===== config.mk =====
export PLATFORM = sky130hd
export DESIGN_NAME = bf3_queue
export DESIGN_NICKNAME = d
export VERILOG_FILES = /design/src/rtl/bf3_pkg.sv /design/src/rtl/bf3_queue.sv
export SDC_FILE = /design/constraint.sdc
export NUM_CORES = 1
export LEC_CHECK = 0
export BUFFER_PORTS_ARGS = -buffer_cell sky130_fd_sc_hd__buf_2
export CAP_MARGIN = 25
export CORE_ASPECT_RATIO = 1.25
export CORE_MARGIN = 3
export CORE_UTILIZATION = 40
export DETAILED_ROUTE_END_ITERATION = 10
export GPL_TIMING_DRIVEN = 1
export SLEW_MARGIN = 30
export SYNTH_ARGS = -nofsm -noshare
export SYNTH_HDL_FRONTEND = slang
export SYNTH_SLANG_ARGS = --single-unit
export TNS_END_PERCENT = 30

===== constraint.sdc =====
create_clock -name clk -period 3.1 [get_ports clk]
set_input_delay 0.31 -clock clk [delete_from_list [all_inputs] [get_ports clk]]
set_output_delay 0.31 -clock clk [all_outputs]
set_load 0.01 [all_outputs]

===== src/rtl/bf3_pkg.sv =====
// Shared constants, types and result codes of the 3x3 clipped box filter.
`default_nettype none

package bf3_pkg;

    localparam int MAX_COLS = 1024;
    localparam int MAX_ROWS = 1024;
    localparam int COL_W    = $clog2(MAX_COLS);
    localparam int ROW_W    = $clog2(MAX_ROWS);
    localparam int SIZE_W   = 11;
    localparam int PIX_W    = 8;
    localparam int SUM_W    = 12;
    localparam int AVG_W    = 16;
    localparam int CFG_A_W  = 1;

    // floor(sum * 256 / 9) == (sum * RECIP) >> RECIP_SHIFT for every 12-bit sum.
    localparam int RECIP_W     = 21;
    localparam int RECIP_SHIFT = 16;
    localparam logic [RECIP_W-1:0] RECIP = 21'd1864136;
    localparam int PROD_W      = SUM_W + RECIP_W;

    localparam int Q_DEPTH = 4;
    localparam int Q_PTR_W = $clog2(Q_DEPTH);
    localparam int Q_CNT_W = $clog2(Q_DEPTH + 1);

    localparam logic [SIZE_W-1:0] MAX_ROWS_SZ = SIZE_W'(MAX_ROWS);
    localparam logic [SIZE_W-1:0] MAX_COLS_SZ = SIZE_W'(MAX_COLS);

    typedef enum logic [CFG_A_W-1:0] {
        CFG_NUM_ROWS = 1'b0,
        CFG_NUM_COLS = 1'b1
    } cfg_reg_t;

    // Result kinds, in the order they leave for one pixel.
    typedef enum logic [1:0] {
        RES_UP_LEFT = 2'd0,
        RES_UP      = 2'd1,
        RES_LEFT    = 2'd2,
        RES_HERE    = 2'd3
    } res_kind_t;

    typedef logic [2:0][2:0][PIX_W-1:0] window_t;

    // One classified pixel: its window (cells outside the frame zeroed),
    // which results it causes, and its position.
    typedef struct packed {
        window_t          cells;
        logic [3:0]       mask;
        logic [ROW_W-1:0] row;
        logic [COL_W-1:0] col;
    } entry_t;

endpackage

`default_nettype wire


===== src/rtl/bf3_queue.sv =====
// Short queue of classified pixels between the front and the back end.
`default_nettype none

module bf3_queue
(
    input  wire logic            clk,
    input  wire logic            rst_n,
    input  wire logic            push,
    input  wire bf3_pkg::entry_t push_entry,
    output logic                 full,
    input  wire logic            pop,
    output logic                 head_valid,
    output bf3_pkg::entry_t      head_entry
);

    bf3_pkg::entry_t                 store_reg [bf3_pkg::Q_DEPTH];
    logic [bf3_pkg::Q_PTR_W-1:0]     wr_ptr_reg;
    logic [bf3_pkg::Q_PTR_W-1:0]     rd_ptr_reg;
    logic [bf3_pkg::Q_CNT_W-1:0]     count_reg;
    logic [bf3_pkg::Q_CNT_W-1:0]     count_next;

    assign full       = (count_reg == bf3_pkg::Q_CNT_W'(bf3_pkg::Q_DEPTH));
    assign head_valid = (count_reg != '0);
    assign head_entry = store_reg[rd_ptr_reg];

    always_comb
    begin
        count_next = count_reg;
        if (push && !pop)
            count_next = count_reg + bf3_pkg::Q_CNT_W'(1);
        else if (pop && !push)
            count_next = count_reg - bf3_pkg::Q_CNT_W'(1);
    end

    always_ff @(posedge clk or negedge rst_n)
    begin
        if (!rst_n)
        begin
            wr_ptr_reg <= '0;
            rd_ptr_reg <= '0;
            count_reg  <= '0;
        end
        else
        begin
            if (push)
                wr_ptr_reg <= wr_ptr_reg + bf3_pkg::Q_PTR_W'(1);
            if (pop)
                rd_ptr_reg <= rd_ptr_reg + bf3_pkg::Q_PTR_W'(1);
            count_reg <= count_next;
        end
    end

    always_ff @(posedge clk)
    begin
        if (push)
            store_reg[wr_ptr_reg] <= push_entry;
    end

    a_no_overflow: assert property (@(posedge clk) disable iff (!rst_n)
        push |-> !full)
        else $error("queue written while full");

    a_no_underflow: assert property (@(posedge clk) disable iff (!rst_n)
        pop |-> head_valid)
        else $error("queue read while empty");

    a_count_bound: assert property (@(posedge clk) disable iff (!rst_n)
        count_reg <= bf3_pkg::Q_CNT_W'(bf3_pkg::Q_DEPTH))
        else $error("queue count beyond depth");

endmodule

`default_nettype wire


Word-level counts from Yosys, hierarchy flattened:

Memory sizes are Yosys's and may differ from the RTL's.
Index checks and enable logic that the tools add are counted.

* logic and storage cells: 19
* input bits: 100
* output and inout bits: 98
* RAM bits: 384
* bits in read-only memories: 0
* memories: 1
* bits in latches: 0
* bits in registers: 7

* add/sub/neg operators: 4
* magnitude comparators: 0
* multiply operators: 0
* bitwise gates (word level): 0
* div/mod/pow operators: 0
* muxes and demuxes: 4
* shift-type cells: 0
* reduce and logical (&&, ||, !) cells: 6
* eq/ne operators: 1

Memories
* store_reg: words 4, bits a word 96, rd ports 1, clocked after memory_dff 0, wr ports 1, line bf3_queue.sv:16 `bf3_pkg::entry_t store_reg [bf3_pkg::Q_DEPTH];`

Operators with widths (number)
* 3-bit 2-to-1 mux: 2
* 2-bit by 1-bit adder with 2-bit output (second input constant): 2
* 3-bit by 1-bit adder with 3-bit output (second input constant): 1
* 3-bit equality test (second input constant): 1
* 3-bit nonzero test: 1
* 3-bit by 1-bit subtractor with 3-bit output (second input constant): 1
* 1-bit logical AND: 2
* 1-bit logical NOT: 2
* 1-bit 2-to-1 mux: 2
* 2-bit nonzero test: 1

Depth between registers and ports, before layout:

* depth after elaboration: 4
* mapped depth: 7
* gate-level depth less buffers: 7

Least setup slack after synthesis:

Ideal clock, no wire load.

* path type: reg-to-reg
* from: register wr_ptr_reg[0] (netlist name)
* to: memory store_reg[2][0] (netlist name), enable pin
* library setup time: 466 ps
* required time: 2634 ps
* data arrival time: 2837 ps
* path buffers: 0
* path slack: -202 ps
* period minus slack after synthesis: 3302 ps
* stages on the path, launching flop included: 4
* cells stage by stage: dfrtp_1 > inv_1 > ha_1 > and2_1

RTL lines
* start, declared: line bf3_queue.sv:17 `logic [bf3_pkg::Q_PTR_W-1:0] wr_ptr_reg;`
* start signal, assigned: line bf3_queue.sv:46 `wr_ptr_reg <= wr_ptr_reg + bf3_pkg::Q_PTR_W'(1);`
* end, declared: line bf3_queue.sv:16

Straight into the memory's write port.

==> run summary <==
================================================================================
Result of the run                                                   finished, final reports clean
Slowest-stage cell, CP                                              sky130_fd_sc_hd__dfrtp_4
Count of pins over their slew limit                                            0
Last weighted congestion value of the routability-driven placer           0.6887
Class of the worst hold path                                           in -> reg
Final hold violation count                                                     0
Delay contributed by the slowest stage of the critical path               750 ps
Ratio of final minimum period to clock period                             86.21%
Number of synthesized register bits                                          391
Post-route core utilization                                               51.63%
Library cells used by synthesis                                               21
Total Nets Final                                                             962
Routed wire length                                                      28380 µm
Skew final                                                              5.981 ps
Detailed Place HPWL                                                     16270 µm
Count of boundary I/O pins                                                   198
Number of levels the H-tree was split into                                     2
Sequential area share after synthesis                                     82.27%
Final standard cell count with taps included and fillers excluded           1354
Buffer levels on the longest clock path                                        3
Req. time, crit path                                                     2790 ps
Starting utilization of the core area                                     40.88%
Row count                                                                     76
Vias in the first global route                                              7500
Remaining routing DRC violations                                               0
Worst-path maximum fanout                                                     32
Worst rel slew slack                                                      56.04%
Number of detailed-route iterations in the first pass                          6
Global-route wire length before repair                                  44120 µm
Max-cap violations                                                             0
Maximum ir drop on the vdd rail                                         573.5 µV
RSZ-0062 raised after global routing                                          no
Flop2flop setup slack                                                    1340 ps
Overall die area                                                     0.03788 mm²
Worst path depth                                                               3
Worst-skew pair later-pin latency                                         520 ps
Synthesized netlist cell count                                               536
Overall Global Routing Usage                                              15.14%
CTS sink cnt                                                                 391
Sum of buffers and inverters on the critical path                              2
Number of DRC markers after the initial detailed-route iteration             373
Flip-flop count of the largest register after layout                         384
Hold path depth                                                                1
TritonCTS clock tree                                                         yes
Wire length per cell after detailed routing                             20.96 µm
Pin count of the biggest net entering global routing                          97
Post-detailed-route count of antenna-violating nets                            0
Leakage component of the power                                       0.006170 µW
Input/output buffers                                                         197
Worst Max-Slew Pin Slew                                                 659.4 ps
Worst path arrival time                                                  2360 ps
Average size of a mapped cell                                          26.55 µm²
X dimension of the die                                                  174.7 µm
Vert. Die Dim                                                           216.9 µm
Synth-to-layout area growth                                               26.28%
Startpoint types                                                       flip-flop
Ratio of cells with drive above 1 in the final layout                     41.22%
Via/cell ratio                                                             4.942
Final worst hold slack                                                  28.56 ps
Cell Chain, Critical Path                                           buf_12 -> mux4_2 -> buf_2
Net count after synthesis                                                    642
Top Family by Delay on Critical Path                                  flip-flops
Number of warning messages in the yosys log                                    0
Achievable Freq                                                        374.2 MHz
Worst reg2reg path depth                                                       4
Post-layout min period                                                   2672 ps
Power density over cell area                                        907.4 mW/mm²
Fillcell total                                                              2786
Placed Cells incl. Taps                                                     1191
DR vias                                                                     6691
Post-synth design cell area                                          0.01423 mm²
Kind of end point of the critical path                                output pin
Initial antenna violation count                                                3
Number of buffers added by the clock tree synthesis step                      40
Clock root buffer                                                   sky130_fd_sc_hd__clkbuf_16
Area of the core                                                     0.03480 mm²
CTS clk-pin slew, worst paths                                              60 ps
Final global-route overflow total                                              0
Path type of the worst setup path                                     reg -> out
Total of endpoints with negative setup slack in the final report               0
================================================================================
[kinds of logic after synthesis]
family / count (synthesis) / share of synthesized area, %
muxes: 97 / 15.27
DFF: 391 / 82.27
AOI/OAI and AO/OA: 1 / 0.03514
buffers and inverters: 26 / 1.117
xor gates and xnor gates: 6 / 0.3693
adders and majority gates: 6 / 0.5804
and+or+nand+nor: 9 / 0.3518
[layout by cell type (no fill, tap or decap)]
| master | synthesis | routed |
|---|---|---|
| sky130_fd_sc_hd__clkbuf_16 | 0 | 41 |
| sky130_fd_sc_hd__clkinv_4 | 0 | 1 |
| sky130_fd_sc_hd__buf_2 | 12 | 197 |
| sky130_fd_sc_hd__clkinv_2 | 0 | 8 |
| sky130_fd_sc_hd__or3_1 | 1 | 1 |
| sky130_fd_sc_hd__ha_1 | 5 | 5 |
| sky130_fd_sc_hd__edfxtp_1 | 384 | 384 |
| sky130_fd_sc_hd__clkbuf_1 | 5 | 8 |
| sky130_fd_sc_hd__mux2_2 | 1 | 1 |
| sky130_fd_sc_hd__xnor2_1 | 2 | 2 |
| sky130_fd_sc_hd__dfrtp_1 | 7 | 5 |
| sky130_fd_sc_hd__dfrtp_4 | 0 | 2 |
| sky130_fd_sc_hd__o21ai_0 | 1 | 1 |
| sky130_fd_sc_hd__mux4_2 | 96 | 96 |
| sky130_fd_sc_hd__diode_2 | 0 | 3 |
| sky130_fd_sc_hd__nor2_1 | 1 | 1 |
| sky130_fd_sc_hd__buf_4 | 1 | 5 |
| sky130_fd_sc_hd__bufinv_16 | 0 | 2 |
| sky130_fd_sc_hd__fa_1 | 1 | 1 |
| sky130_fd_sc_hd__xor2_1 | 4 | 4 |
| sky130_fd_sc_hd__nor3b_1 | 1 | 1 |
| sky130_fd_sc_hd__and2_4 | 0 | 4 |
| sky130_fd_sc_hd__dlygate4sd3_1 | 0 | 91 |
| sky130_fd_sc_hd__clkinv_1 | 0 | 9 |
| sky130_fd_sc_hd__inv_1 | 4 | 4 |
| sky130_fd_sc_hd__buf_12 | 1 | 7 |
| sky130_fd_sc_hd__nand2_1 | 2 | 2 |
[repair_timing]
item	CTS	global route
hold buffers	91	0
hold endpoints to repair	365	0
setup buffers	0	0
resized for setup	0	0
[where the power goes]
group          total (µW)  switching [µW]  internal, µW  leakage, µW
combinational        4530            2350          2190      0.00197
sequential           7360             438          6920      0.00361
clock                4410            1840          2570     0.000592
[synth_stat cells]
master | instances | area share [%]
sky130_fd_sc_hd__nor3b_1 | 1 | 0.053
sky130_fd_sc_hd__xor2_1 | 4 | 0.25
sky130_fd_sc_hd__clkbuf_1 | 5 | 0.13
sky130_fd_sc_hd__buf_12 | 1 | 0.14
sky130_fd_sc_hd__buf_8 | 1 | 0.11
sky130_fd_sc_hd__buf_6 | 2 | 0.16
sky130_fd_sc_hd__mux2_2 | 1 | 0.079
sky130_fd_sc_hd__o21ai_0 | 1 | 0.035
sky130_fd_sc_hd__dfrtp_1 | 7 | 1.2
sky130_fd_sc_hd__edfxtp_1 | 384 | 81
sky130_fd_sc_hd__inv_1 | 4 | 0.11
sky130_fd_sc_hd__nand2_1 | 2 | 0.053
sky130_fd_sc_hd__and2_1 | 4 | 0.18
sky130_fd_sc_hd__xnor2_1 | 2 | 0.12
sky130_fd_sc_hd__ha_1 | 5 | 0.44
sky130_fd_sc_hd__buf_4 | 1 | 0.053
sky130_fd_sc_hd__or3_1 | 1 | 0.044
sky130_fd_sc_hd__mux4_2 | 96 | 15
sky130_fd_sc_hd__nor2_1 | 1 | 0.026
sky130_fd_sc_hd__buf_2 | 12 | 0.42
sky130_fd_sc_hd__fa_1 | 1 | 0.14
[metal layers]
layer	routed length, µm	global-route usage [%]	up-vias
met2	15250	27.13	163
met4	624	4.737	0
met1	11160	18.46	3530
met3	1339	3.159	46
li1	-	-	2952
met5	0	0	-
[path summary, 6_finish.rpt]
check / startpoint / end
hold reg to reg: count_reg[2] / count_reg[2]
min in group asynchronous: rst_n / count_reg[1]
hold / removal: push_entry[54] / store_reg[0][54]
max in group asynchronous: rst_n / rd_ptr_reg[0]
setup / recovery: rd_ptr_reg[0] / head_entry[74]
setup reg to reg: wr_ptr_reg[0] / store_reg[0][23]
[layout make-up]
cell class	count	area [µm²]	area share [%]
repair buffers	300	2074	11.55
well taps	468	585.6	3.259
clock buffers	49	1056	5.877
multi-input cells	119	2374	13.21
inverters	4	15.01	0.08356
clock inverters	20	142.6	0.7938
diodes	3	7.507	0.04178
flip-flops and latches	391	11710	65.19
[through the flow]
step,cell area (µm²),power [µW],worst slack [ps],setup TNS (ps)
3_5_place_dp,15850,12080,875.7,0
4_1_cts,17960,16640,301.6,0
5_1_grt,17970,17160,256.0,0
2_1_floorplan,14230,10250,-186.0,-29210
3_3_place_gp,15850,11940,897.6,0
6_report,17970,16310,427.6,0
No activity file was read; power rests on OpenSTA's default activity.
