**config.mk**
```make
export PLATFORM = sky130hd
export DESIGN_NAME = bf3_back
export DESIGN_NICKNAME = d
export VERILOG_FILES = /design/src/rtl/bf3_pkg.sv /design/src/rtl/bf3_back.sv
export SDC_FILE = /design/constraint.sdc
export NUM_CORES = 1
export LEC_CHECK = 0
export BUFFER_PORTS_ARGS = -buffer_cell sky130_fd_sc_hd__buf_2
export CORE_ASPECT_RATIO = 1.5
export CORE_MARGIN = 2
export CORE_UTILIZATION = 45
export CTS_CLUSTER_SIZE = 14
export DETAILED_ROUTE_END_ITERATION = 12
export GPL_TIMING_DRIVEN = 0
export PLACE_DENSITY = 0.63
export SLEW_MARGIN = 20
export SYNTH_ARGS = -nofsm -noshare
export SYNTH_HDL_FRONTEND = slang
export SYNTH_SLANG_ARGS = --single-unit
```
**constraint.sdc**
```tcl
create_clock -name clk -period 19.42 [get_ports clk]
set_input_delay 2.913 -clock clk [delete_from_list [all_inputs] [get_ports clk]]
set_output_delay 2.913 -clock clk [all_outputs]
set_load 0.01 [all_outputs]
```
**src/rtl/bf3_pkg.sv**
```systemverilog
// Shared constants, types and result codes of the 3x3 clipped box filter.
`default_nettype none

package bf3_pkg;

    localparam int MAX_COLS = 1024;
    localparam int MAX_ROWS = 1024;
    localparam int COL_W    = $clog2(MAX_COLS);
    localparam int ROW_W    = $clog2(MAX_ROWS);
    localparam int SIZE_W   = 11;
    localparam int PIX_W    = 8;
    localparam int SUM_W    = 12;
    localparam int AVG_W    = 16;
    localparam int CFG_A_W  = 1;

    // floor(sum * 256 / 9) == (sum * RECIP) >> RECIP_SHIFT for every 12-bit sum.
    localparam int RECIP_W     = 21;
    localparam int RECIP_SHIFT = 16;
    localparam logic [RECIP_W-1:0] RECIP = 21'd1864136;
    localparam int PROD_W      = SUM_W + RECIP_W;

    localparam int Q_DEPTH = 4;
    localparam int Q_PTR_W = $clog2(Q_DEPTH);
    localparam int Q_CNT_W = $clog2(Q_DEPTH + 1);

    localparam logic [SIZE_W-1:0] MAX_ROWS_SZ = SIZE_W'(MAX_ROWS);
    localparam logic [SIZE_W-1:0] MAX_COLS_SZ = SIZE_W'(MAX_COLS);

    typedef enum logic [CFG_A_W-1:0] {
        CFG_NUM_ROWS = 1'b0,
        CFG_NUM_COLS = 1'b1
    } cfg_reg_t;

    // Result kinds, in the order they leave for one pixel.
    typedef enum logic [1:0] {
        RES_UP_LEFT = 2'd0,
        RES_UP      = 2'd1,
        RES_LEFT    = 2'd2,
        RES_HERE    = 2'd3
    } res_kind_t;

    typedef logic [2:0][2:0][PIX_W-1:0] window_t;

    // One classified pixel: its window (cells outside the frame zeroed),
    // which results it causes, and its position.
    typedef struct packed {
        window_t          cells;
        logic [3:0]       mask;
        logic [ROW_W-1:0] row;
        logic [COL_W-1:0] col;
    } entry_t;

endpackage

`default_nettype wire

```
**src/rtl/bf3_back.sv**
```systemverilog
// Back end: walks the results of each queued pixel, sums the window and divides by nine.
`default_nettype none

module bf3_back
(
    input  wire logic                          clk,
    input  wire logic                          rst_n,
    input  wire logic                          head_valid,
    input  wire bf3_pkg::entry_t               head_entry,
    output logic                               pop,
    output logic                               res_valid,
    input  wire logic                          res_ready,
    output logic [bf3_pkg::ROW_W-1:0]          res_row,
    output logic [bf3_pkg::COL_W-1:0]          res_col,
    output logic [bf3_pkg::AVG_W-1:0]          res_avg,
    output logic                               res_last,
    output logic                               res_done
);

    logic [3:0]                 served_reg;
    logic [3:0]                 pending;
    logic [3:0]                 pick_bit;
    bf3_pkg::res_kind_t         kind;
    logic                       is_last;
    logic [bf3_pkg::SUM_W-1:0]  sum;

    logic                       s1_valid_reg;
    logic [bf3_pkg::SUM_W-1:0]  s1_sum_reg;
    logic [bf3_pkg::ROW_W-1:0]  s1_row_reg;
    logic [bf3_pkg::COL_W-1:0]  s1_col_reg;
    logic                       s1_last_reg;
    logic                       s1_done_reg;

    logic                       out_valid_reg;
    logic [bf3_pkg::ROW_W-1:0]  out_row_reg;
    logic [bf3_pkg::COL_W-1:0]  out_col_reg;
    logic [bf3_pkg::AVG_W-1:0]  out_avg_reg;
    logic                       out_last_reg;
    logic                       out_done_reg;

    logic                       out_free;
    logic                       s1_free;
    logic                       take;
    logic [bf3_pkg::PROD_W-1:0] product;

    assign pending = head_entry.mask & ~served_reg;

    // The lowest pending result goes first.
    always_comb
    begin
        if (pending[bf3_pkg::RES_UP_LEFT])
            kind = bf3_pkg::RES_UP_LEFT;
        else if (pending[bf3_pkg::RES_UP])
            kind = bf3_pkg::RES_UP;
        else if (pending[bf3_pkg::RES_LEFT])
            kind = bf3_pkg::RES_LEFT;
        else
            kind = bf3_pkg::RES_HERE;
        pick_bit = 4'b0001 << kind;
        is_last  = ((pending & ~pick_bit) == 4'b0);
    end

    // Window rows start one lower when the centre is on this row, and columns
    // one further right when the centre is on this column.
    always_comb
    begin
        sum = '0;
        for (int k = 0; k < 3; k++)
        begin
            for (int m = 0; m < 3; m++)
            begin
                if ((k >= int'(kind[1])) && (m >= int'(kind[0])))
                    sum = sum + bf3_pkg::SUM_W'(head_entry.cells[k][m]);
            end
        end
    end

    assign out_free = !out_valid_reg || res_ready;
    assign s1_free  = !s1_valid_reg || out_free;
    assign take     = head_valid && s1_free;
    assign pop      = take && is_last;

    always_ff @(posedge clk or negedge rst_n)
    begin
        if (!rst_n)
        begin
            served_reg    <= 4'b0;
            s1_valid_reg  <= 1'b0;
            out_valid_reg <= 1'b0;
        end
        else
        begin
            if (take)
                served_reg <= is_last ? 4'b0 : (served_reg | pick_bit);
            if (s1_free)
                s1_valid_reg <= head_valid;
            if (out_free)
                out_valid_reg <= s1_valid_reg;
        end
    end

    always_ff @(posedge clk)
    begin
        if (take)
        begin
            s1_sum_reg  <= sum;
            s1_row_reg  <= kind[1] ? head_entry.row : head_entry.row - bf3_pkg::ROW_W'(1);
            s1_col_reg  <= kind[0] ? head_entry.col : head_entry.col - bf3_pkg::COL_W'(1);
            s1_last_reg <= is_last;
            s1_done_reg <= (kind == bf3_pkg::RES_HERE);
        end
    end

    assign product = bf3_pkg::PROD_W'(s1_sum_reg) * bf3_pkg::PROD_W'(bf3_pkg::RECIP);

    always_ff @(posedge clk)
    begin
        if (out_free && s1_valid_reg)
        begin
            out_row_reg  <= s1_row_reg;
            out_col_reg  <= s1_col_reg;
            out_avg_reg  <= product[bf3_pkg::RECIP_SHIFT +: bf3_pkg::AVG_W];
            out_last_reg <= s1_last_reg;
            out_done_reg <= s1_done_reg;
        end
    end

    assign res_valid = out_valid_reg;
    assign res_row   = out_row_reg;
    assign res_col   = out_col_reg;
    assign res_avg   = out_avg_reg;
    assign res_last  = out_last_reg;
    assign res_done  = out_done_reg;

    a_served_in_mask: assert property (@(posedge clk) disable iff (!rst_n)
        head_valid |-> ((served_reg & ~head_entry.mask) == 4'b0))
        else $error("served result not in current pixel's set");

    a_served_clear_when_empty: assert property (@(posedge clk) disable iff (!rst_n)
        !head_valid |-> (served_reg == 4'b0))
        else $error("served bits left over with no pixel waiting");

    a_done_is_last: assert property (@(posedge clk) disable iff (!rst_n)
        (out_valid_reg && out_done_reg) |-> out_last_reg)
        else $error("frame end on a result that is not last of its run");

    a_take_needs_work: assert property (@(posedge clk) disable iff (!rst_n)
        take |-> (pending != 4'b0))
        else $error("result taken from a pixel with nothing pending");

endmodule

`default_nettype wire

```
# Yosys cells after proc, flatten, opt, wreduce, memory -nomap -nowiden
# Index checks and enable logic that the tools add are counted.
# op_classes
multipliers	1
n_mux	11
bitwise	5
shift	1
magnitude_cmp	2
n_reduce_logical	9
eq_ne	1
n_addsub	10
# op_table
operator	n
$add A12 B8 Y12	8
$mux W12	4
$mul A12 B18 Y29 const B	1
$mux W10	2
$sub A10 B1 Y10 const B	2
$and A4 B4 Y4	2
$mux W8	1
$not A4 Y4	2
$logic_and A1 B1 Y1	4
$logic_not A4 Y1	1
$mux W2	2
$mux W4	1
$or A4 B4 Y4	1
$shl A1 B2 Y4 const A	1
$eq A2 B2 Y1 const B	1
$ge A1 B1 Y1 const A	2
$logic_not A1 Y1	2
$logic_or A1 B1 Y1	2
$mux W1	1
# totals
word_cells	53
output_inout_bits	40
register_bits	78

# Logic depth before layout (Yosys ltp)
# Gate-level depths: netlist of run 1.
# depth
word_depth	20
mapped_depth	41

# Least setup slack after synthesis of run 1
# Ideal clock, no wire load.
# synth_path
path_kind	input port to flip-flop
from	in head_entry[20] (netlist name)
to	reg s1_sum_reg[11] (netlist name) (data pin)
setup_ns	0.254
slack_ns	9.325
path_buffers	1
stages	38
required_ns	19.166
arrival_ns	9.841
cell_sequence	and2b_1 -> clkbuf_1 -> and2_1 -> ha_1 -> inv_1 -> fa_1 -> nor2_1 -> ha_1 -> a21o_1 -> a21oi_1 -> xor2_1 -> nor2_1 -> ha_1 -> o21ai_1 -> or2_2 -> nand2b_1 -> a21oi_1 -> xor2_1 -> [... 2 more ...] -> ha_1 -> nand3_1 -> o211ai_1 -> nor2_1 -> xnor2_1 -> ha_1 -> o21a_1 -> o31a_1 -> o31ai_1 -> fa_1 -> ha_1 -> o21ai_0 -> nand2b_1 -> nand3_1 -> nand2_1 -> nand2_1 -> o31a_1 -> a21o_1
# synth_via
elab_chain_cells	17
word_cells_on_any_way	18
cone_classes	add/sub: 8; order compare: 2; mux: 6; bitwise: 1; reduce/logical: 1
# synth_lines
element	line	source
from (decl)	bf3_back.sv:9	input wire bf3_pkg::entry_t head_entry,
$and A4 B4 Y4 (*)	bf3_back.sv:46	assign pending = head_entry.mask & ~served_reg;
$mux W2 (*)	bf3_back.sv:51	if (pending[bf3_pkg::RES_UP_LEFT])
$ge A1 B1 Y1	bf3_back.sv:72	if ((k >= int'(kind[1])) && (m >= int'(kind[0])))
$logic_and A1 B1 Y1	bf3_back.sv:72	
$mux W8	bf3_back.sv:72	
$add A12 B8 Y12	bf3_back.sv:73	sum = sum + bf3_pkg::SUM_W'(head_entry.cells[k][m]);
$mux W12	bf3_back.sv:72	
$add A12 B8 Y12	bf3_back.sv:73	
$mux W12	bf3_back.sv:72	
$add A12 B8 Y12	bf3_back.sv:73	
$mux W12	bf3_back.sv:72	
$add A12 B8 Y12 (3 in a row)	bf3_back.sv:73	
$mux W12 (*)	bf3_back.sv:72	
$add A12 B8 Y12 (*) (2 in a row)	bf3_back.sv:73	
net sum (one bit)	bf3_back.sv:25	logic [bf3_pkg::SUM_W-1:0] sum;
to (signal assigned)	bf3_back.sv:106	s1_sum_reg <= sum;
to (decl)	bf3_back.sv:28	logic [bf3_pkg::SUM_W-1:0] s1_sum_reg;
# The timed path passes the listed nets; every way through them passes the cells marked *.
# A chain may end at the register's enable or synchronous reset.

# Final worst setup path of run 1
# Ends and elaborated chain as after synthesis.

==> results.py, run 1 <==
metrics = {
    "synthesis": {
        "synth_fp_nets": 1122,
        "synthesis.area_mm2": 0.008381,
        "ys.flop_type": "edfxtp_1",
        "syn_area_per_cell_um2": 10.13,
        "synth_edf_count": 72,
        "async_reset_ff_frac": 0.07692,
        "synth_cell_types": 61,
        "ys_ff_latch": 78,
        "synth_top_cell_area_share": 0.2580,
        "synth_cells": 827,
        "ys_seq_area_frac": 0.2759,
        "yosysTopAreaCell": "edfxtp_1",
        "yosysWarnings": 0,
        "yosys-top-cells-area": "edfxtp_1 26%, ha_1 19%, fa_1 16%",
    },
    "die": {
        "die_w_um": 115.4,
        "initial_core_util": 0.4556,
        "rows": 61,
        "fp.dieH_um": 171.1,
        "io_pins": 140,
        "dieArea_mm2": 0.01975,
        "core-area_mm2": 0.01839,
    },
    "detailed_routing": {
        "routed_wl_um": 17890,
        "dr.pass1.iters": 4,
        "drt.antenna.violating_nets": 0,
        "drc": 0,
        "wire_per_inst_um": 14.46,
        "num_vias": 6230,
        "drtIter0Drc": 186,
        "vias_per_cell": 5.036,
    },
    "placed_design": {
        "gp_congestion": 0.9139,
        "io_buffers": 139,
        "dpl_cell_area_mm2": 0.009458,
        "post-dp-hpwl_um": 15570,
    },
    "layout": {
        "largest_reg_flops": 16,
        "layout.nets": 1274,
        "n_fill_cell": 1699,
        "drive_gt1_frac": 0.1778,
        "synthToLayoutAreaGrowth_pct": 16.33,
        "final_cell_area_mm2": 0.009749,
        "final_util": 0.5300,
    },
    "setup_path": {
        "critPathMaxStageDelay_ps": 530,
        "rr_startpoint": "served_reg[0]$_DFFE_PN0P_",
        "end_kind": "register",
        "r2r_cells": 39,
        "cp-start-kind": "input port",
        "crit_required_ps": 19520,
        "reg2reg_to": "s1_sum_reg[11]$_DFFE_PP_",
        "cp_common_cell": "o21ai_0",
        "path_class": "input port to register",
        "crit_slowest_cell": "fa_1",
        "crit_buf_inv": 3,
        "arrival_ps": 10770,
        "rrSetupSlack_ps": 10950,
        "cp_top_family": "compound AO/OA/AOI/OAI gates",
        "cp_max_fo": 10,
    },
    "worst_hold_path": {
        "min_from": "s1_col_reg[0]$_DFFE_PP_",
        "min_path_type": "register to register",
        "hold_path_end": "res_col[0]$_DFFE_PP_",
        "hold_depth": 0,
    },
    "clocking": {
        "cts_max_path_buffers": 2,
        "cts_tree": "done",
        "clk_latency_ps": 340,
        "hold_buffers": 0,
        "cts_buffers": 9,
        "clkTransAtPathRegs_ps": 70,
        "cts_setup_buffers": 0,
        "ctsRootBufferMaster": "clkbuf_16",
        "clock-sinks": 78,
        "ctsResizeCount": 0,
        "h-tree-depth": 3,
    },
    "timing": {
        "hold_violations": 0,
        "maxSlewHeadroom": 0.5278,
        "rsz0062_at_grt": "false",
        "fmax_mhz": 93.72,
        "finalCritPeriodShare": 0.5495,
        "whs_ps": 414.3,
        "min_period_ps": 10670,
        "drv_slew": 0,
        "tightest_slew_ps": 699.4,
        "skew_ps": 8.519,
        "setup_viol": 0,
        "final.setup.tns_ps": 0,
    },
    "global_route": {
        "track_usage": 0.1900,
        "grt_overflow_total": 0,
        "antenna_found_initial": 1,
        "grt_pass1_vias": 6437,
        "grt_first_pass_wirelength_um": 29210,
        "grt_max_degree": 27,
    },
    "flow_run": {
        "cap_violations": 0,
    },
    "outcome": {
        "run_status": "finished clean",
    },
}
[routing by layer]
| layer | routed length (µm) | global-route usage | part of all wire | vias up |
|---|---|---|---|---|
| met5 | 0 | 0 | 0 | - |
| met4 | 537 | 0.07177 | 0.030 | 0 |
| met3 | 569 | 0.02869 | 0.032 | 32 |
| met2 | 10510 | 0.3913 | 0.59 | 115 |
| met1 | 6276 | 0.1809 | 0.35 | 2951 |
| li1 | - | - | - | 3132 |
[synth_stat cells (6+ instances only)]
| library cell | number |
|---|---|
| inv_1 | 128 |
| ha_1 | 126 |
| edfxtp_1 | 72 |
| nor2_1 | 70 |
| fa_1 | 69 |
| a21oi_1 | 41 |
| xnor2_1 | 38 |
| nand2_1 | 32 |
| o21ai_0 | 29 |
| xor2_1 | 24 |
| nor3_1 | 22 |
| and2_1 | 16 |
| a21o_1 | 13 |
| nand2b_1 | 12 |
| nand3_1 | 12 |
| o21a_1 | 12 |
| nor2b_1 | 10 |
| clkbuf_1 | 7 |
| dfrtp_1 | 6 |
| o21ai_1 | 6 |
[placed cells by master (no fill, tap or decap), drive strengths merged, types with 5 or more instances in the layout]
cell | netlist | routed
a211oi | 6 | 6
o21ai | 36 | 36
inv | 128 | 132
or3 | 5 | 5
o21a | 12 | 12
fa | 69 | 69
nor2 | 70 | 70
nand3 | 12 | 12
a21o | 13 | 13
dfrtp | 6 | 6
o211ai | 5 | 5
clkbuf | 7 | 16
xnor2 | 38 | 38
buf | 0 | 141
ha | 126 | 126
and2 | 16 | 16
o31ai | 6 | 6
edfxtp | 72 | 72
a21oi | 42 | 42
nand2b | 12 | 12
nor3 | 22 | 22
a21boi | 5 | 5
nor2b | 10 | 10
nand2 | 32 | 32
xor2 | 24 | 24
[cells by family after synthesis]
logic type | after synthesis | share of synthesized area
fa+ha+maj | 196 | 0.3541
simple gates | 195 | 0.1114
compound gates | 156 | 0.1268
buf+inv | 135 | 0.06047
flops | 78 | 0.2759
xor+xnor | 62 | 0.06480
mux | 5 | 0.006569
[through the flow]
step	setup WS [ps]	instances
2_1_floorplan	9325	827
3_3_place_gp	8359	1218
3_5_place_dp	8349	1220
4_1_cts	8658	1236
5_1_grt	8019	1236
6_report	8750	1237
[how the worst max path moves through the flow]
| stage | from | endpoint | slack (ps) | depth (start not counted) |
|---|---|---|---|---|
| CTS | head_entry[20] | s1_sum_reg[11]$_DFFE_PP_ | 8660 | 40 |
| global placement | head_entry[20] | s1_sum_reg[11]$_DFFE_PP_ | 8360 | 39 |
| detailed placement | head_entry[20] | s1_sum_reg[11]$_DFFE_PP_ | 8350 | 40 |
| finish | head_entry[20] | s1_sum_reg[11]$_DFFE_PP_ | 8750 | 40 |
| global route | head_entry[20] | s1_sum_reg[11]$_DFFE_PP_ | 8020 | 41 |
| floorplan | head_entry[20] | s1_sum_reg[11]$_DFFE_PP_ | 9320 | 38 |
[layout make-up]
class / count / area (µm²) / share of cell area
Inverter: 128 / 480.5 / 0.04928
Timing Repair Buffer: 141 / 743.2 / 0.07623
Antenna cell: 1 / 2.502 / 0.0002567
Tap cell: 252 / 315.3 / 0.03234
Clock inverter: 7 / 63.81 / 0.006545
Clock buffer: 9 / 225.2 / 0.02310
Multi-Input combinational cell: 614 / 5580 / 0.5724
Sequential cell: 78 / 2312 / 0.2372
Buffer: 7 / 26.28 / 0.002695
Power of run 1 is not shown: default switching activity piles up to over one toggle a cycle in this logic, so the estimate is an artifact.
==> run 2, diff against run 1 <==
--- a/config.mk
+++ b/config.mk
@@ -5,6 +5,7 @@
 export SDC_FILE = /design/constraint.sdc
 export NUM_CORES = 1
 export LEC_CHECK = 0
+export ABC_AREA = 1
 export BUFFER_PORTS_ARGS = -buffer_cell sky130_fd_sc_hd__buf_2
 export CORE_ASPECT_RATIO = 1.5
 export CORE_MARGIN = 2
==> constraint.sdc (replaced) <==
create_clock -name clk -period 10.75 [get_ports clk]
set_input_delay 1.6125 -clock clk [delete_from_list [all_inputs] [get_ports clk]]
set_output_delay 1.6125 -clock clk [all_outputs]
set_load 0.01 [all_outputs]
==> results.py, run 2 <==
metrics = {
    "outcome": {
        "run_status": "finished clean",
    },
    "synthesis": {
        "async_reset_ff_frac": 0.07692,
        "synth_edf_count": 72,
        "synth_top_cell_area_share": 0.2446,
        "synth_cell_types": 47,
        "ys_ff_latch": 78,
        "synthesis.area_mm2": 0.008841,
        "yosysMostFrequentCell": "inv_1",
        "synth_cells": 992,
        "yosys-top-cells-area": "edfxtp_1 24%, ha_1 18%, fa_1 16%",
        "ys_seq_area_frac": 0.2615,
        "synth_commonest_cells": "202 x inv_1, 147 x nand2_1, 126 x ha_1, 72 x edfxtp_1, 69 x fa_1",
        "synth_fp_nets": 1287,
        "syn_area_per_cell_um2": 8.912,
        "yosysWarnings": 0,
        "yosysTopAreaCell": "edfxtp_1",
        "ys.flop_type": "edfxtp_1",
    },
    "global_route": {
        "grt_max_degree": 35,
        "grt_util_met2": 0.3967,
        "met3_usage": 0.03409,
        "grt_pass1_vias": 7105,
        "grt_first_pass_wirelength_um": 31870,
        "antenna_found_initial": 0,
        "track_usage": 0.1936,
        "top_usage_layer": "met2",
        "grt_overflow_total": 0,
        "grt_use_met1": 0.1864,
    },
    "worst_hold_path": {
        "min_from": "s1_col_reg[9]$_DFFE_PP_",
        "hold_depth": 0,
        "hold_path_end": "res_col[9]$_DFFE_PP_",
        "min_path_type": "register to register",
    },
    "layout": {
        "antennaDiodeCount": 0,
        "final_cell_mix": "201 x inv_1, 147 x nand2_1, 139 x buf_2, 126 x ha_1, 72 x edfxtp_1",
        "drive_gt1_frac": 0.1754,
        "largest_reg_flops": 16,
        "final_cell_area_mm2": 0.01020,
        "layout.nets": 1438,
        "synthToLayoutAreaGrowth_pct": 15.34,
        "final_common_cell": "inv_1",
        "final_util": 0.5300,
    },
    "detailed_routing": {
        "drc": 0,
        "vias_per_cell": 4.928,
        "num_vias": 6909,
        "drt.antenna.violating_nets": 0,
        "wire_per_inst_um": 13.70,
        "routed_wl_um": 19200,
        "drtIter0Drc": 244,
        "dr.pass1.iters": 4,
    },
    "timing": {
        "setup_viol": 0,
        "rsz0062_at_grt": "false",
        "hold_violations": 0,
        "whs_ps": 415.9,
        "finalCritPeriodShare": 0.8300,
        "final.setup.tns_ps": 0,
        "tightest_slew_ps": 699.6,
        "min_period_ps": 8923,
        "fmax_mhz": 112.1,
        "skew_ps": 6.299,
        "drv_slew": 0,
        "maxSlewHeadroom": 0.5329,
    },
    "setup_path": {
        "crit_required_ps": 10860,
        "end_kind": "register",
        "critPathMaxStageDelay_ps": 480,
        "rr_startpoint": "served_reg[0]$_DFFE_PN0P_",
        "reg2reg_to": "s1_sum_reg[11]$_DFFE_PP_",
        "r2r_cells": 42,
        "cp-start-kind": "input port",
        "rrSetupSlack_ps": 2790,
        "crit_slowest_cell": "fa_1",
        "cp_max_fo": 9,
        "arrival_ps": 9030,
        "path_class": "input port to register",
        "cp_common_cell": "nand2_1",
    },
    "clocking": {
        "cts_max_path_buffers": 2,
        "hold_buffers": 0,
        "clock-sinks": 78,
        "cts_tree": "done",
        "ctsRootBufferMaster": "clkbuf_16",
        "cts_buffers": 9,
        "clk_latency_ps": 340,
        "h-tree-depth": 3,
        "ctsResizeCount": 0,
        "cts_setup_buffers": 0,
        "clkTransAtPathRegs_ps": 60,
    },
    "die": {
        "initial_core_util": 0.4595,
        "io_pins": 140,
        "dieArea_mm2": 0.02081,
        "rows": 62,
        "die_w_um": 118.4,
        "fp.dieH_um": 175.7,
        "core-area_mm2": 0.01924,
    },
    "placed_design": {
        "gp_congestion": 0.9291,
        "dpl_cell_area_mm2": 0.009896,
        "io_buffers": 139,
        "post-dp-hpwl_um": 16840,
    },
    "flow_run": {
        "cap_violations": 0,
    },
}
-- run 2: cell count changes after synthesis, moves of 11 or more --
cell      before  now
nand3_1       12   31
inv_1        128  202
xnor2_1       38   22
xor2_1        24   37
a21oi_1       41   64
nand2_2        0   11
o21ai_0       29   53
and2_1        16    2
nand2b_1      12    0
nand2_1       32  147
-- run 2: worst max path at each step --
stage                   start                        to  slack, ps
3_3_place_gp   head_entry[20]  s1_sum_reg[11]$_DFFE_PP_       1520
2_1_floorplan  head_entry[20]  s1_sum_reg[11]$_DFFE_PP_       2530
4_1_cts        head_entry[20]  s1_sum_reg[11]$_DFFE_PP_       1800
5_1_grt        head_entry[20]  s1_sum_reg[11]$_DFFE_PP_       1210
6_report       head_entry[20]  s1_sum_reg[11]$_DFFE_PP_       1830
3_5_place_dp   head_entry[20]  s1_sum_reg[11]$_DFFE_PP_       1440
-- run 2: area by class of cell --
cell class              count  area [µm²]
fillers                  1915        9041
multi-input cells         702        5742
flip-flops and latches     78        2312
inverters                 208       783.3
repair buffers            140       723.2
well taps                 256       320.3
clock buffers              10       229.0
clock inverters             4       72.57
plain buffers               4       15.01
-- run 2: cells by family after synthesis --
family / after synthesis / synth area share
simple gates: 299 / 0.1570
buf+inv: 212 / 0.09029
flops: 78 / 0.2615
fa+ha+maj: 195 / 0.3346
xor+xnor: 59 / 0.05845
compound gates: 149 / 0.09822
-- run 2: layer usage --
metal | share of wire | wire (µm) | up-vias
met1 | 0.36 | 6839 | 3222
met5 | 0 | 0 | -
met2 | 0.58 | 11070 | 124
met3 | 0.035 | 671 | 32
li1 | - | - | 3531
met4 | 0.032 | 624 | 0
-- run 2: critical path, delay by kind of cell --
| kind | cells | cell delay [ps] |
|---|---|---|
| xor gates and xnor gates | 2 | 260 |
| AOI/OAI and AO/OA | 8 | 1590 |
| buffers and inverters | 9 | 660 |
| adders and majority gates | 9 | 3140 |
| and+or+nand+nor | 16 | 1760 |
-- run 2: stage by stage --
stage	setup WS, ps	instances
6_report	1827	1402
4_1_cts	1796	1402
5_1_grt	1214	1402
3_3_place_gp	1516	1387
2_1_floorplan	2528	992
3_5_place_dp	1437	1388
Power of run 2 is left out for the same reason.
